[src/rtl/maot_pkg.sv]
// Package for the moving-average overvoltage trip block.
// Holds field widths, mode codes, register indexes and reset values.
// No dependencies.
package maot_pkg;

  localparam int unsigned OPCODE_W = 1;
  localparam int unsigned SAMPLE_W = 10;
  localparam int unsigned MODE_W   = 2;
  localparam int unsigned DUTY_W   = 7;
  localparam int unsigned TOTAL_W  = 14;

  localparam int unsigned CFG_IDX_W  = 1;
  localparam int unsigned CFG_DATA_W = 10;

  localparam logic [CFG_IDX_W-1:0] REG_MAX_AVERAGE = 1'b0;
  localparam logic [CFG_IDX_W-1:0] REG_RAMP_END    = 1'b1;

  localparam logic [OPCODE_W-1:0] OP_SAMPLE = 1'b0;
  localparam logic [OPCODE_W-1:0] OP_TICK   = 1'b1;

  localparam logic [MODE_W-1:0] MODE_STABLE     = 2'd0;
  localparam logic [MODE_W-1:0] MODE_OFFLOADING = 2'd1;
  localparam logic [MODE_W-1:0] MODE_OFF        = 2'd2;

  localparam int unsigned SAMPLE_MAX = 1023;
  localparam logic [SAMPLE_W-1:0] MAX_AVERAGE_RST = 10'd320;
  localparam logic [DUTY_W-1:0]   RAMP_END_RST    = 7'd100;

endpackage

[src/rtl/maot_if.sv]
// Valid/ready channel interfaces for the moving-average overvoltage trip block.
// Depends on maot_pkg.
interface maot_in_if
  import maot_pkg::*;
();
  logic                valid;
  logic                ready;
  logic [OPCODE_W-1:0] opcode;
  logic [SAMPLE_W-1:0] sample;

  modport source (output valid, output opcode, output sample, input ready);
  modport sink   (input valid, input opcode, input sample, output ready);
endinterface

interface maot_out_if
  import maot_pkg::*;
();
  logic               valid;
  logic               ready;
  logic [MODE_W-1:0]  mode;
  logic [DUTY_W-1:0]  duty;
  logic [TOTAL_W-1:0] window_total;
  logic               window_full;
  logic               tripped_now;
  logic               pwm_running;
  logic               scr_fired;

  modport source (output valid, output mode, output duty, output window_total,
                  output window_full, output tripped_now, output pwm_running,
                  output scr_fired, input ready);
  modport sink   (input valid, input mode, input duty, input window_total,
                  input window_full, input tripped_now, input pwm_running,
                  input scr_fired, output ready);
endinterface

[src/rtl/moving_average_overvoltage_trip_top.sv]
// Top level of the moving-average overvoltage trip block.
// Depends on maot_pkg and the channel interfaces in maot_if.sv.
//
// Usage:
//   in_i carries one transaction per ADC sample (opcode 0) or ramp tick
//   (opcode 1). out_o returns exactly one result transaction for each input
//   transaction, in order. Registers max_average (index 0) and ramp_end
//   (index 1) are written through cfg_we_i / cfg_idx_i / cfg_data_i while idle.
//   The result is registered: a transaction accepted at one edge shows its result
//   on out_o after that edge. Throughput is one transaction per cycle while out_o
//   is not stalled; the window sum update (one subtract, one add, one compare)
//   and the registered ring read of the oldest sample, fetched ahead, set that rate.
//   The result register sits between the channels: in_i.ready stays high
//   while the held result is taken in the same cycle, and drops only while
//   out_o is stalled with a result pending.
//   Reset clears the window, the fill count, the mode (stable) and the duty,
//   and loads max_average = 320 and ramp_end = 100. The sample ring itself is
//   not cleared; entries are read only after being written.
module moving_average_overvoltage_trip_top
  import maot_pkg::*;
#(
  parameter int unsigned WINDOW_LEN = 16
) (
  input  logic                  clk_i,
  input  logic                  rst_ni,
  input  logic                  cfg_we_i,
  input  logic [CFG_IDX_W-1:0]  cfg_idx_i,
  input  logic [CFG_DATA_W-1:0] cfg_data_i,
  maot_in_if.sink               in_i,
  maot_out_if.source            out_o
);

  localparam int unsigned POS_W  = $clog2(WINDOW_LEN);
  localparam int unsigned FILL_W = $clog2(WINDOW_LEN + 1);
  localparam int unsigned TOT_W  = $clog2(WINDOW_LEN * SAMPLE_MAX + 1);

  logic [SAMPLE_W-1:0] ring_q [WINDOW_LEN];
  logic [SAMPLE_W-1:0] oldest_q;

  logic [POS_W-1:0]  pos_q, pos_d;
  logic [FILL_W-1:0] fill_q, fill_d;
  logic [TOT_W-1:0]  total_q, total_d;
  logic [TOT_W-1:0]  thresh_q;
  logic [MODE_W-1:0] mode_q, mode_d;
  logic [DUTY_W-1:0] duty_q, duty_d;
  logic [DUTY_W-1:0] ramp_end_q;
  logic              tripped_d;

  logic              in_fire;
  logic              smp_en;
  logic              full_q;
  logic              full_d;
  logic [DUTY_W-1:0] duty_inc;

  logic               out_valid_q;
  logic [MODE_W-1:0]  out_mode_q;
  logic [DUTY_W-1:0]  out_duty_q;
  logic [TOTAL_W-1:0] out_total_q;
  logic               out_full_q;
  logic               out_trip_q;

  assign in_i.ready = !out_valid_q || out_o.ready;
  assign in_fire    = in_i.valid && in_i.ready;
  assign smp_en     = in_fire && (in_i.opcode == OP_SAMPLE) && (mode_q == MODE_STABLE);
  assign full_q     = (fill_q == FILL_W'(WINDOW_LEN));
  assign duty_inc   = duty_q + DUTY_W'(1);

  always_comb begin
    pos_d     = pos_q;
    fill_d    = fill_q;
    total_d   = total_q;
    mode_d    = mode_q;
    duty_d    = duty_q;
    tripped_d = 1'b0;
    if (smp_en) begin
      pos_d   = (pos_q == POS_W'(WINDOW_LEN - 1)) ? '0 : pos_q + POS_W'(1);
      fill_d  = full_q ? fill_q : fill_q + FILL_W'(1);
      total_d = total_q - (full_q ? TOT_W'(oldest_q) : '0) + TOT_W'(in_i.sample);
      if ((fill_d == FILL_W'(WINDOW_LEN)) && (total_d > thresh_q)) begin
        mode_d    = MODE_OFFLOADING;
        duty_d    = '0;
        tripped_d = 1'b1;
      end
    end else if (in_fire && (in_i.opcode == OP_TICK) && (mode_q == MODE_OFFLOADING)) begin
      duty_d = duty_inc;
      if (duty_inc >= ramp_end_q) begin
        mode_d = MODE_OFF;
      end
    end
  end

  assign full_d = (fill_d == FILL_W'(WINDOW_LEN));

  // ring memory; the read is registered ahead, at the next write position
  always_ff @(posedge clk_i) begin
    if (smp_en) begin
      ring_q[pos_q] <= in_i.sample;
    end
    oldest_q <= ring_q[pos_d];
  end

  always_ff @(posedge clk_i or negedge rst_ni) begin
    if (!rst_ni) begin
      pos_q      <= '0;
      fill_q     <= '0;
      total_q    <= '0;
      mode_q     <= MODE_STABLE;
      duty_q     <= '0;
      thresh_q   <= TOT_W'(MAX_AVERAGE_RST) * TOT_W'(WINDOW_LEN);
      ramp_end_q <= RAMP_END_RST;
    end else begin
      pos_q   <= pos_d;
      fill_q  <= fill_d;
      total_q <= total_d;
      mode_q  <= mode_d;
      duty_q  <= duty_d;
      if (cfg_we_i) begin
        case (cfg_idx_i)
          REG_MAX_AVERAGE: thresh_q <= TOT_W'(cfg_data_i[SAMPLE_W-1:0]) * TOT_W'(WINDOW_LEN);
          REG_RAMP_END:    ramp_end_q <= cfg_data_i[DUTY_W-1:0];
          default: ;
        endcase
      end
    end
  end

  always_ff @(posedge clk_i or negedge rst_ni) begin
    if (!rst_ni) begin
      out_valid_q <= 1'b0;
    end else if (in_i.ready) begin
      out_valid_q <= in_fire;
    end
  end

  always_ff @(posedge clk_i) begin
    if (in_fire) begin
      out_mode_q  <= mode_d;
      out_duty_q  <= duty_d;
      out_total_q <= TOTAL_W'({{TOTAL_W{1'b0}}, total_d});
      out_full_q  <= full_d;
      out_trip_q  <= tripped_d;
    end
  end

  assign out_o.valid        = out_valid_q;
  assign out_o.mode         = out_mode_q;
  assign out_o.duty         = out_duty_q;
  assign out_o.window_total = out_total_q;
  assign out_o.window_full  = out_full_q;
  assign out_o.tripped_now  = out_trip_q;
  assign out_o.pwm_running  = (out_mode_q == MODE_OFFLOADING);
  assign out_o.scr_fired    = (out_mode_q == MODE_OFF);

endmodule
[src/flat_wrapper.sv]
// flat-port wrapper written by rule: the top's interface ports become plain ports
module moving_average_overvoltage_trip_top_flat import maot_pkg::*;
#(
  parameter int unsigned WINDOW_LEN = 16
)
  (clk_i, rst_ni, cfg_we_i, cfg_idx_i, cfg_data_i, in_i_valid, in_i_opcode, in_i_sample, in_i_ready, out_o_valid, out_o_mode, out_o_duty, out_o_window_total, out_o_window_full, out_o_tripped_now, out_o_pwm_running, out_o_scr_fired, out_o_ready);
  maot_in_if in_i_i ();
  maot_out_if out_o_i ();
  input  logic clk_i;
  input  logic rst_ni;
  input  logic cfg_we_i;
  input  logic [CFG_IDX_W-1:0] cfg_idx_i;
  input  logic [CFG_DATA_W-1:0] cfg_data_i;
  input wire logic [$bits(in_i_i.valid)-1:0] in_i_valid;
  input wire logic [$bits(in_i_i.opcode)-1:0] in_i_opcode;
  input wire logic [$bits(in_i_i.sample)-1:0] in_i_sample;
  output wire logic [$bits(in_i_i.ready)-1:0] in_i_ready;
  output wire logic [$bits(out_o_i.valid)-1:0] out_o_valid;
  output wire logic [$bits(out_o_i.mode)-1:0] out_o_mode;
  output wire logic [$bits(out_o_i.duty)-1:0] out_o_duty;
  output wire logic [$bits(out_o_i.window_total)-1:0] out_o_window_total;
  output wire logic [$bits(out_o_i.window_full)-1:0] out_o_window_full;
  output wire logic [$bits(out_o_i.tripped_now)-1:0] out_o_tripped_now;
  output wire logic [$bits(out_o_i.pwm_running)-1:0] out_o_pwm_running;
  output wire logic [$bits(out_o_i.scr_fired)-1:0] out_o_scr_fired;
  input wire logic [$bits(out_o_i.ready)-1:0] out_o_ready;
  assign in_i_i.valid = in_i_valid;
  assign in_i_i.opcode = in_i_opcode;
  assign in_i_i.sample = in_i_sample;
  assign in_i_ready = in_i_i.ready;
  assign out_o_valid = out_o_i.valid;
  assign out_o_mode = out_o_i.mode;
  assign out_o_duty = out_o_i.duty;
  assign out_o_window_total = out_o_i.window_total;
  assign out_o_window_full = out_o_i.window_full;
  assign out_o_tripped_now = out_o_i.tripped_now;
  assign out_o_pwm_running = out_o_i.pwm_running;
  assign out_o_scr_fired = out_o_i.scr_fired;
  assign out_o_i.ready = out_o_ready;
  moving_average_overvoltage_trip_top #(.WINDOW_LEN(WINDOW_LEN)) u_core (.clk_i(clk_i), .rst_ni(rst_ni), .cfg_we_i(cfg_we_i), .cfg_idx_i(cfg_idx_i), .cfg_data_i(cfg_data_i), .in_i(in_i_i), .out_o(out_o_i));
endmodule
[config.mk]
export PLATFORM = sky130hd
export DESIGN_NAME = moving_average_overvoltage_trip_top_flat
export DESIGN_NICKNAME = d
export VERILOG_FILES = /design/src/rtl/maot_pkg.sv /design/src/rtl/maot_if.sv /design/src/rtl/moving_average_overvoltage_trip_top.sv /design/src/flat_wrapper.sv
export SDC_FILE = /design/constraint.sdc
export NUM_CORES = 1
export LEC_CHECK = 0
export BUFFER_PORTS_ARGS = -buffer_cell sky130_fd_sc_hd__buf_2
export CORE_ASPECT_RATIO = 1.2
export CORE_MARGIN = 2
export CORE_UTILIZATION = 60
export DETAILED_ROUTE_END_ITERATION = 8
export PLACE_DENSITY = 0.79
export SYNTH_ARGS = -nofsm -noshare
export SYNTH_HDL_FRONTEND = slang
export SYNTH_SLANG_ARGS = --single-unit
[constraint.sdc]
create_clock -name clk_i -period 9.8 [get_ports clk_i]
set_input_delay 0.98 -clock clk_i [delete_from_list [all_inputs] [get_ports clk_i]]
set_output_delay 0.98 -clock clk_i [all_outputs]
set_load 0.005 [all_outputs]
==> flow_metrics.py, run 1 <==
metrics = {
    "status": {
        "run_status": "complete, no violations",
    },
    "yosys": {
        "synth_cell_type_count": 58,
        "avgSynthCellArea_sq_um": 13.3,
        "synth_edf_count": 185,
        "syn_area_sq_um": 10900,
        "netlist_instances": 819,
        "syn-num-nets": 894,
        "ys_warn_count": 0,
        "async_flop_share_pct": 20.4,
        "ys_seq_elements": 245,
        "seq_area_frac_synth_pct": 64.4,
        "dominantRegCellSynth": "edfxtp_1",
    },
    "sta": {
        "fin_crit_ns": 5.02,
        "setup_viol": 0,
        "fmax_ghz": 0.199,
        "setup_tns_ns": 0,
        "rsz0062_at_grt": "false",
        "whs_ns": 0.513,
        "fin_skew_ns": 0.0136,
        "finalHoldViolCount": 0,
        "final.period_utilization_pct": 51.2,
        "tightest_slew_ns": 1.11,
        "slew_viol_final": 0,
        "slew_headroom_pct": 25.4,
    },
    "layout": {
        "seq_area_sq_um": 7010,
        "n_antenna_cell": 0,
        "final_nets": 952,
        "final_util_pct": 68.7,
        "syn2layout_area_growth_pct": 11.3,
        "drive_gt1_share_pct": 13.7,
        "multi_input_area_sq_um": 3460,
        "num-fill-cells": 1249,
    },
    "hold_path": {
        "holdCritPathClass": "flip-flop to flip-flop",
    },
    "detailed_routing": {
        "drc": 0,
        "wl_um": 21900,
        "drtPass1Iterations": 5,
        "vias": 6651,
        "via_per_inst": 5.97,
        "routedWlPerCell_um": 19.6,
        "drt_iter0_drc": 535,
        "ant_nets": 0,
    },
    "clocking": {
        "h-tree-depth": 1,
        "clk_latency_ns": 0.52,
        "cts_tree": "yes",
        "clockBufferDepth": 3,
        "clk_pin_slew_worst_paths_ns": 0.06,
        "clock_sinks": 245,
        "hold_buffers": 0,
        "cts_made_buffers": 24,
        "cts.repair.resized": 0,
        "cts-root-buf": "clkbuf_16",
        "cts_setup_buffers": 0,
    },
    "floorplanning": {
        "die_w_um": 127,
        "ios": 56,
        "core-area_sq_um": 17600,
        "die_area_sq_um": 19200,
        "num_rows": 53,
        "start_util_pct": 61.7,
        "die_h_um": 152,
    },
    "critical_path": {
        "startpoint_type": "flip-flop",
        "worstPathMaxFanout": 14,
        "crit_arrival_ns": 5.27,
        "crit_required_ns": 10.05,
        "path_class": "flip-flop to flip-flop",
        "end_kind": "flip-flop",
    },
    "flow_run": {
        "drv_cap": 0,
    },
    "place": {
        "gp_congestion": 0.889,
        "io_buffers": 55,
        "dp_hpwl_um": 14400,
    },
    "power_and_ir_drop": {
        "power.density_nw_per_um2": 288,
        "p_leak_nw": 4.83,
        "power_mw": 3.49,
        "ir_worst_vdd_uv": 184,
    },
    "grt": {
        "grt_pass1_wl_um": 35000,
        "grt_max_degree": 82,
        "track_usage_pct": 23.5,
        "grt_pass1_vias": 6657,
        "antenna_found_initial": 0,
        "overflow": 0,
    },
}
## cell usage in the layout (no fill, tap or decap), types with 25 or more instances in the layout
cell type | netlist | layout
edfxtp_1 | 185 | 185
nand2_1 | 119 | 119
inv_1 | 67 | 67
buf_2 | 6 | 55
dfrtp_1 | 45 | 45
mux2i_1 | 41 | 41
ha_1 | 38 | 38
a32oi_1 | 37 | 37
nor2_1 | 26 | 26
clkbuf_16 | 0 | 25
## final cells by class
class | count | share of cell area (%)
Clock buffer | 34 | 5.78
Timing Repair Buffer | 58 | 2.46
Tap cell | 220 | 2.27
Clock inverter | 10 | 0.858
Multi-Input combinational cell | 479 | 28.5
Inverter | 69 | 2.18
Sequential cell | 245 | 57.9
## metal layers
metal	wire, um	part of all wire [%]	global-route usage, %	vias up
met5	0	0	0	-
met4	608	2.8	8.24	0
met3	1260	5.8	3.37	50
met2	11000	50	40.8	265
met1	9030	41	30.6	3250
li1	-	-	-	3086
## through the flow
stage          instance area [sq um]  setup slack (ns)  std cells
6_report                       12100              4.78       1115
5_1_grt                        12100              4.37       1115
4_1_cts                        12100              4.76       1115
3_5_place_dp                   11300              4.59       1071
3_3_place_gp                   11300              4.76       1071
2_1_floorplan                  10900              5.19        819
## cells in the mapped netlist, drive strengths merged, types with 17 or more instances
| master | n | share of area (%) |
|---|---|---|
| a21oi | 18 | 0.83 |
| a32oi | 37 | 3.0 |
| and2 | 17 | 0.98 |
| and3 | 17 | 1.0 |
| dfrtp | 45 | 10 |
| edfxtp | 185 | 51 |
| ha | 38 | 4.4 |
| inv | 69 | 2.4 |
| mux2i | 41 | 3.8 |
| nand2 | 119 | 4.1 |
| nor2 | 27 | 1.0 |
| o21ai | 27 | 1.2 |
## flip-flops by register name, indices dropped and copies added, names as in the netlist
name / cells
u_core.duty_q: 7
u_core.fill_q: 5
u_core.mode_q: 2
u_core.oldest_q: 10
u_core.out_o.duty: 7
u_core.out_o.mode: 2
u_core.out_o.tripped_now: 1
u_core.out_o.valid: 1
u_core.out_o.window_full: 1
u_core.out_o.window_total: 14
u_core.pos_q: 4
u_core.ramp_end_q: 7
u_core.ring_q: 160
u_core.thresh_q: 10
u_core.total_q: 14
## worst max-delay path, stage by stage, from the launching register on
cell	delay (ns)
dfrtp_1	0.37
inv_1	0.11
ha_1	0.20
and4bb_2	0.33
and2_1	0.21
fa_1	0.49
inv_1	0.05
ha_1	0.34
nor2b_1	0.15
o21a_1	0.18
o21ai_1	0.20
a211oi_1	0.13
o41ai_1	0.40
xnor2_1	0.14
ha_1	0.31
nand4_1	0.13
nor2_1	0.19
a21oi_1	0.09
o211ai_1	0.09
and3_1	0.40
nand3b_1	0.15
o21ai_0	0.10
## report_power, final
group | internal [mW] | switching (mW)
sequential | 1.26 | 0.0704
combinational | 0.502 | 0.740
clock | 0.550 | 0.370
total | 2.31 | 1.18
## cells by family (layout without fill, tap and decap cells)
logic type / Yosys count / count (layout) / synth area share [%]
DFF: 245 / 245 / 64.4
and+or+nand+nor: 232 / 232 / 10.5
AOI/OAI and AO/OA: 117 / 117 / 7.64
buffers and inverters: 95 / 171 / 3.82
muxes: 54 / 54 / 5.11
adders and majority gates: 48 / 48 / 6.21
xor gates and xnor gates: 28 / 28 / 2.25
## worst paths after layout
check	start	end	slack [ns]	depth (start not counted)
worst max-delay path	u_core.fill_q[0]	u_core.out_o.duty[0]	4.78	21
worst min-delay path	u_core.thresh_q[10]	u_core.thresh_q[10]	0.51	2
worst max register to register	u_core.fill_q[0]	u_core.out_o.duty[0]	4.78	21
worst min register to register	u_core.thresh_q[10]	u_core.thresh_q[10]	0.51	2
max in group asynchronous	rst_ni	u_core.fill_q[3]	8.79	2
min in group asynchronous	rst_ni	u_core.duty_q[2]	0.58	2
No activity file was read; power rests on OpenSTA's default activity.
==> inputs of run 2 (changes only) <==
--- a/config.mk
+++ b/config.mk
@@ -8,9 +8,9 @@
 export BUFFER_PORTS_ARGS = -buffer_cell sky130_fd_sc_hd__buf_2
 export CORE_ASPECT_RATIO = 1.2
 export CORE_MARGIN = 2
-export CORE_UTILIZATION = 60
+export CORE_UTILIZATION = 55
 export DETAILED_ROUTE_END_ITERATION = 8
-export PLACE_DENSITY = 0.79
+export PLACE_DENSITY = 0.77
 export SYNTH_ARGS = -nofsm -noshare
 export SYNTH_HDL_FRONTEND = slang
 export SYNTH_SLANG_ARGS = --single-unit
==> constraint.sdc (replaced) <==
create_clock -name clk_i -period 4.3 [get_ports clk_i]
set_input_delay 0.43 -clock clk_i [delete_from_list [all_inputs] [get_ports clk_i]]
set_output_delay 0.43 -clock clk_i [all_outputs]
set_load 0.005 [all_outputs]
==> run 2 against run 1 <==
Effect of this change: global-route usage is 0.15 points lower; sequential power is 130% higher; first-iteration DRC count is 14% higher; die area is 8.8% higher; register-to-register slack worse by 4.8 ns; fmax is 17% higher; setup slack worse by 4.8 ns; non-clock buffer count is 45 higher; clock skew is 0.0014 ns higher; core utilization is 3.3 points lower; hold slack worse by 0.50 ns; sequential share of layout area is 2.9 points lower; critical endpoint is now u_core.out_o.duty[3]; largest power group is now combinational logic.
==> flow_metrics.py, run 2 (synthesis gave the netlist of run 1 again) <==
metrics = {
    "status": {
        "run_status": "complete, no violations",
    },
    "place": {
        "io_buffers": 55,
        "dp_hpwl_um": 16400,
        "gp_congestion": 0.914,
    },
    "layout": {
        "drive_gt1_share_pct": 22.2,
        "final_util_pct": 65.4,
        "final_nets": 998,
        "seq_area_sq_um": 7010,
        "n_antenna_cell": 0,
        "syn2layout_area_growth_pct": 17.0,
        "num-fill-cells": 1452,
        "final_cell_mix": "edfxtp_1 (185), nand2_1 (119), inv_1 (62)",
        "top_register": "u_core.ring_q",
        "multi_input_area_sq_um": 3700,
        "largest_reg_flops": 160,
        "layout_commonest_cell": "edfxtp_1",
    },
    "detailed_routing": {
        "via_per_inst": 5.68,
        "wl_met3_um": 1330,
        "routed.top_layer": "met4",
        "drc": 0,
        "routedWlPerCell_um": 20.1,
        "ant_nets": 0,
        "drt-met1-wl_um": 9370,
        "vias": 6826,
        "wl_um": 24100,
        "drt_iter0_drc": 611,
        "routed-wl-met2_um": 12800,
        "drtPass1Iterations": 5,
    },
    "sta": {
        "slew_viol_final": 0,
        "setup_tns_ns": 0,
        "finalHoldViolCount": 0,
        "rsz0062_at_grt": "true",
        "whs_ns": 0.00961,
        "tightest_slew_ns": 1.11,
        "setup_viol": 0,
        "fmax_ghz": 0.234,
        "fin_crit_ns": 4.28,
        "slew_headroom_pct": 25.9,
        "fin_skew_ns": 0.0150,
        "final.period_utilization_pct": 99.6,
    },
    "critical_path": {
        "path_class": "flip-flop to flip-flop",
        "startpoint_type": "flip-flop",
        "reg2reg_slack_ns": 0.02,
        "worstPathMaxFanout": 6,
        "end_kind": "flip-flop",
        "crit_arrival_ns": 4.55,
        "crit_required_ns": 4.57,
    },
    "clocking": {
        "cts_made_buffers": 24,
        "clock_sinks": 245,
        "h-tree-depth": 1,
        "clockBufferDepth": 3,
        "clk_latency_ns": 0.53,
        "cts_tree": "yes",
        "hold_buffers": 0,
        "cts-root-buf": "clkbuf_16",
        "clk_pin_slew_worst_paths_ns": 0.06,
    },
    "floorplanning": {
        "die_w_um": 132,
        "die_h_um": 158,
        "ios": 56,
        "core-area_sq_um": 19500,
        "start_util_pct": 55.9,
        "die_area_sq_um": 20900,
        "num_rows": 56,
    },
    "power_and_ir_drop": {
        "ir_worst_vdd_uv": 487,
        "power_mw": 8.75,
        "power.density_nw_per_um2": 687,
        "p_leak_nw": 5.07,
    },
    "grt": {
        "antenna_found_initial": 0,
        "grt_pass1_vias": 6958,
        "overflow": 0,
        "grt_max_degree": 82,
        "grt_pass1_wl_um": 37700,
        "track_usage_pct": 23.3,
    },
    "hold_path": {
        "holdCritPathClass": "input port to async pin",
    },
    "flow_run": {
        "drv_cap": 0,
    },
}
[run 2: changes by cell type in the layout (fill, tap and decap cells not counted), moves of 4 or more]
cell / change
ha_4: +8
nor2_2: +4
inv_2: +5
buf_4: +45
inv_1: -5
ha_1: -9
a21oi_1: -5
a21oi_2: +5
nor2_1: -5
[run 2: per-layer routing]
| metal | GRT usage, % | vias to the layer above |
|---|---|---|
| met5 | 0 | - |
| met4 | 7.07 | 0 |
| li1 | - | 3184 |
| met3 | 3.20 | 46 |
| met2 | 43.6 | 220 |
| met1 | 28.1 | 3376 |
[run 2: critical path, cell delays in order, from the launching register on]
cell	delay, ns
dfrtp_1	0.38
inv_2	0.08
ha_4	0.13
and4bb_4	0.28
and2_4	0.15
fa_1	0.45
fa_2	0.40
nor2b_4	0.12
o21a_1	0.15
o21ai_2	0.08
buf_4	0.13
buf_4	0.13
nand2b_1	0.06
a21oi_1	0.08
xnor2_1	0.25
ha_1	0.21
a21o_1	0.11
a21o_1	0.14
a21oi_2	0.06
o211ai_1	0.20
and3_4	0.24
buf_4	0.16
nor2_1	0.07
[run 2: final cells by class]
type,instances,share of cell area [%]
Inverter,69,2.07
Timing Repair Buffer,103,4.99
Tap cell,261,2.56
Multi-Input combinational cell,480,29.0
Clock inverter,11,0.845
Clock buffer,33,5.47
Sequential cell,245,55.0
[run 2: stage by stage]
step / worst slack [ns] / cell area [sq um] / instances
2_1_floorplan: 0.00959 / 11000 / 819
3_3_place_gp: -0.0401 / 11700 / 1150
3_5_place_dp: -0.147 / 11700 / 1150
4_1_cts: 0.00702 / 12600 / 1196
5_1_grt: -0.209 / 12700 / 1202
6_report: 0.0190 / 12700 / 1202
[run 2: path summary, 6_finish.rpt]
| kind | endpoint | start | cells after the start |
|---|---|---|---|
| max | u_core.out_o.duty[3] | u_core.fill_q[1] | 22 |
| min | u_core.thresh_q[4] | rst_ni | 2 |
| max reg2reg | u_core.out_o.duty[3] | u_core.fill_q[1] | 22 |
| min reg2reg | u_core.ramp_end_q[4] | u_core.ramp_end_q[4] | 1 |
| max in group asynchronous | u_core.mode_q[1] | rst_ni | 2 |
| min in group clk_i | u_core.thresh_q[11] | cfg_data_i[7] | 3 |
[run 2: repair_timing]
action,4_1_cts,5_1_grt
endpoints found under the setup margin,17,17
gates cloned,1,0
endpoints found under the hold margin,0,0
setup buffers,1,6
pin swaps,6,28
gates resized for setup,8,33
[run 2: report_power, final]
| group | switching (mW) | total [mW] | internal, mW |
|---|---|---|---|
| Clock | 0.871 | 2.13 | 1.25 |
| Sequential | 0.157 | 3.02 | 2.87 |
| Combinational | 1.96 | 3.60 | 1.64 |
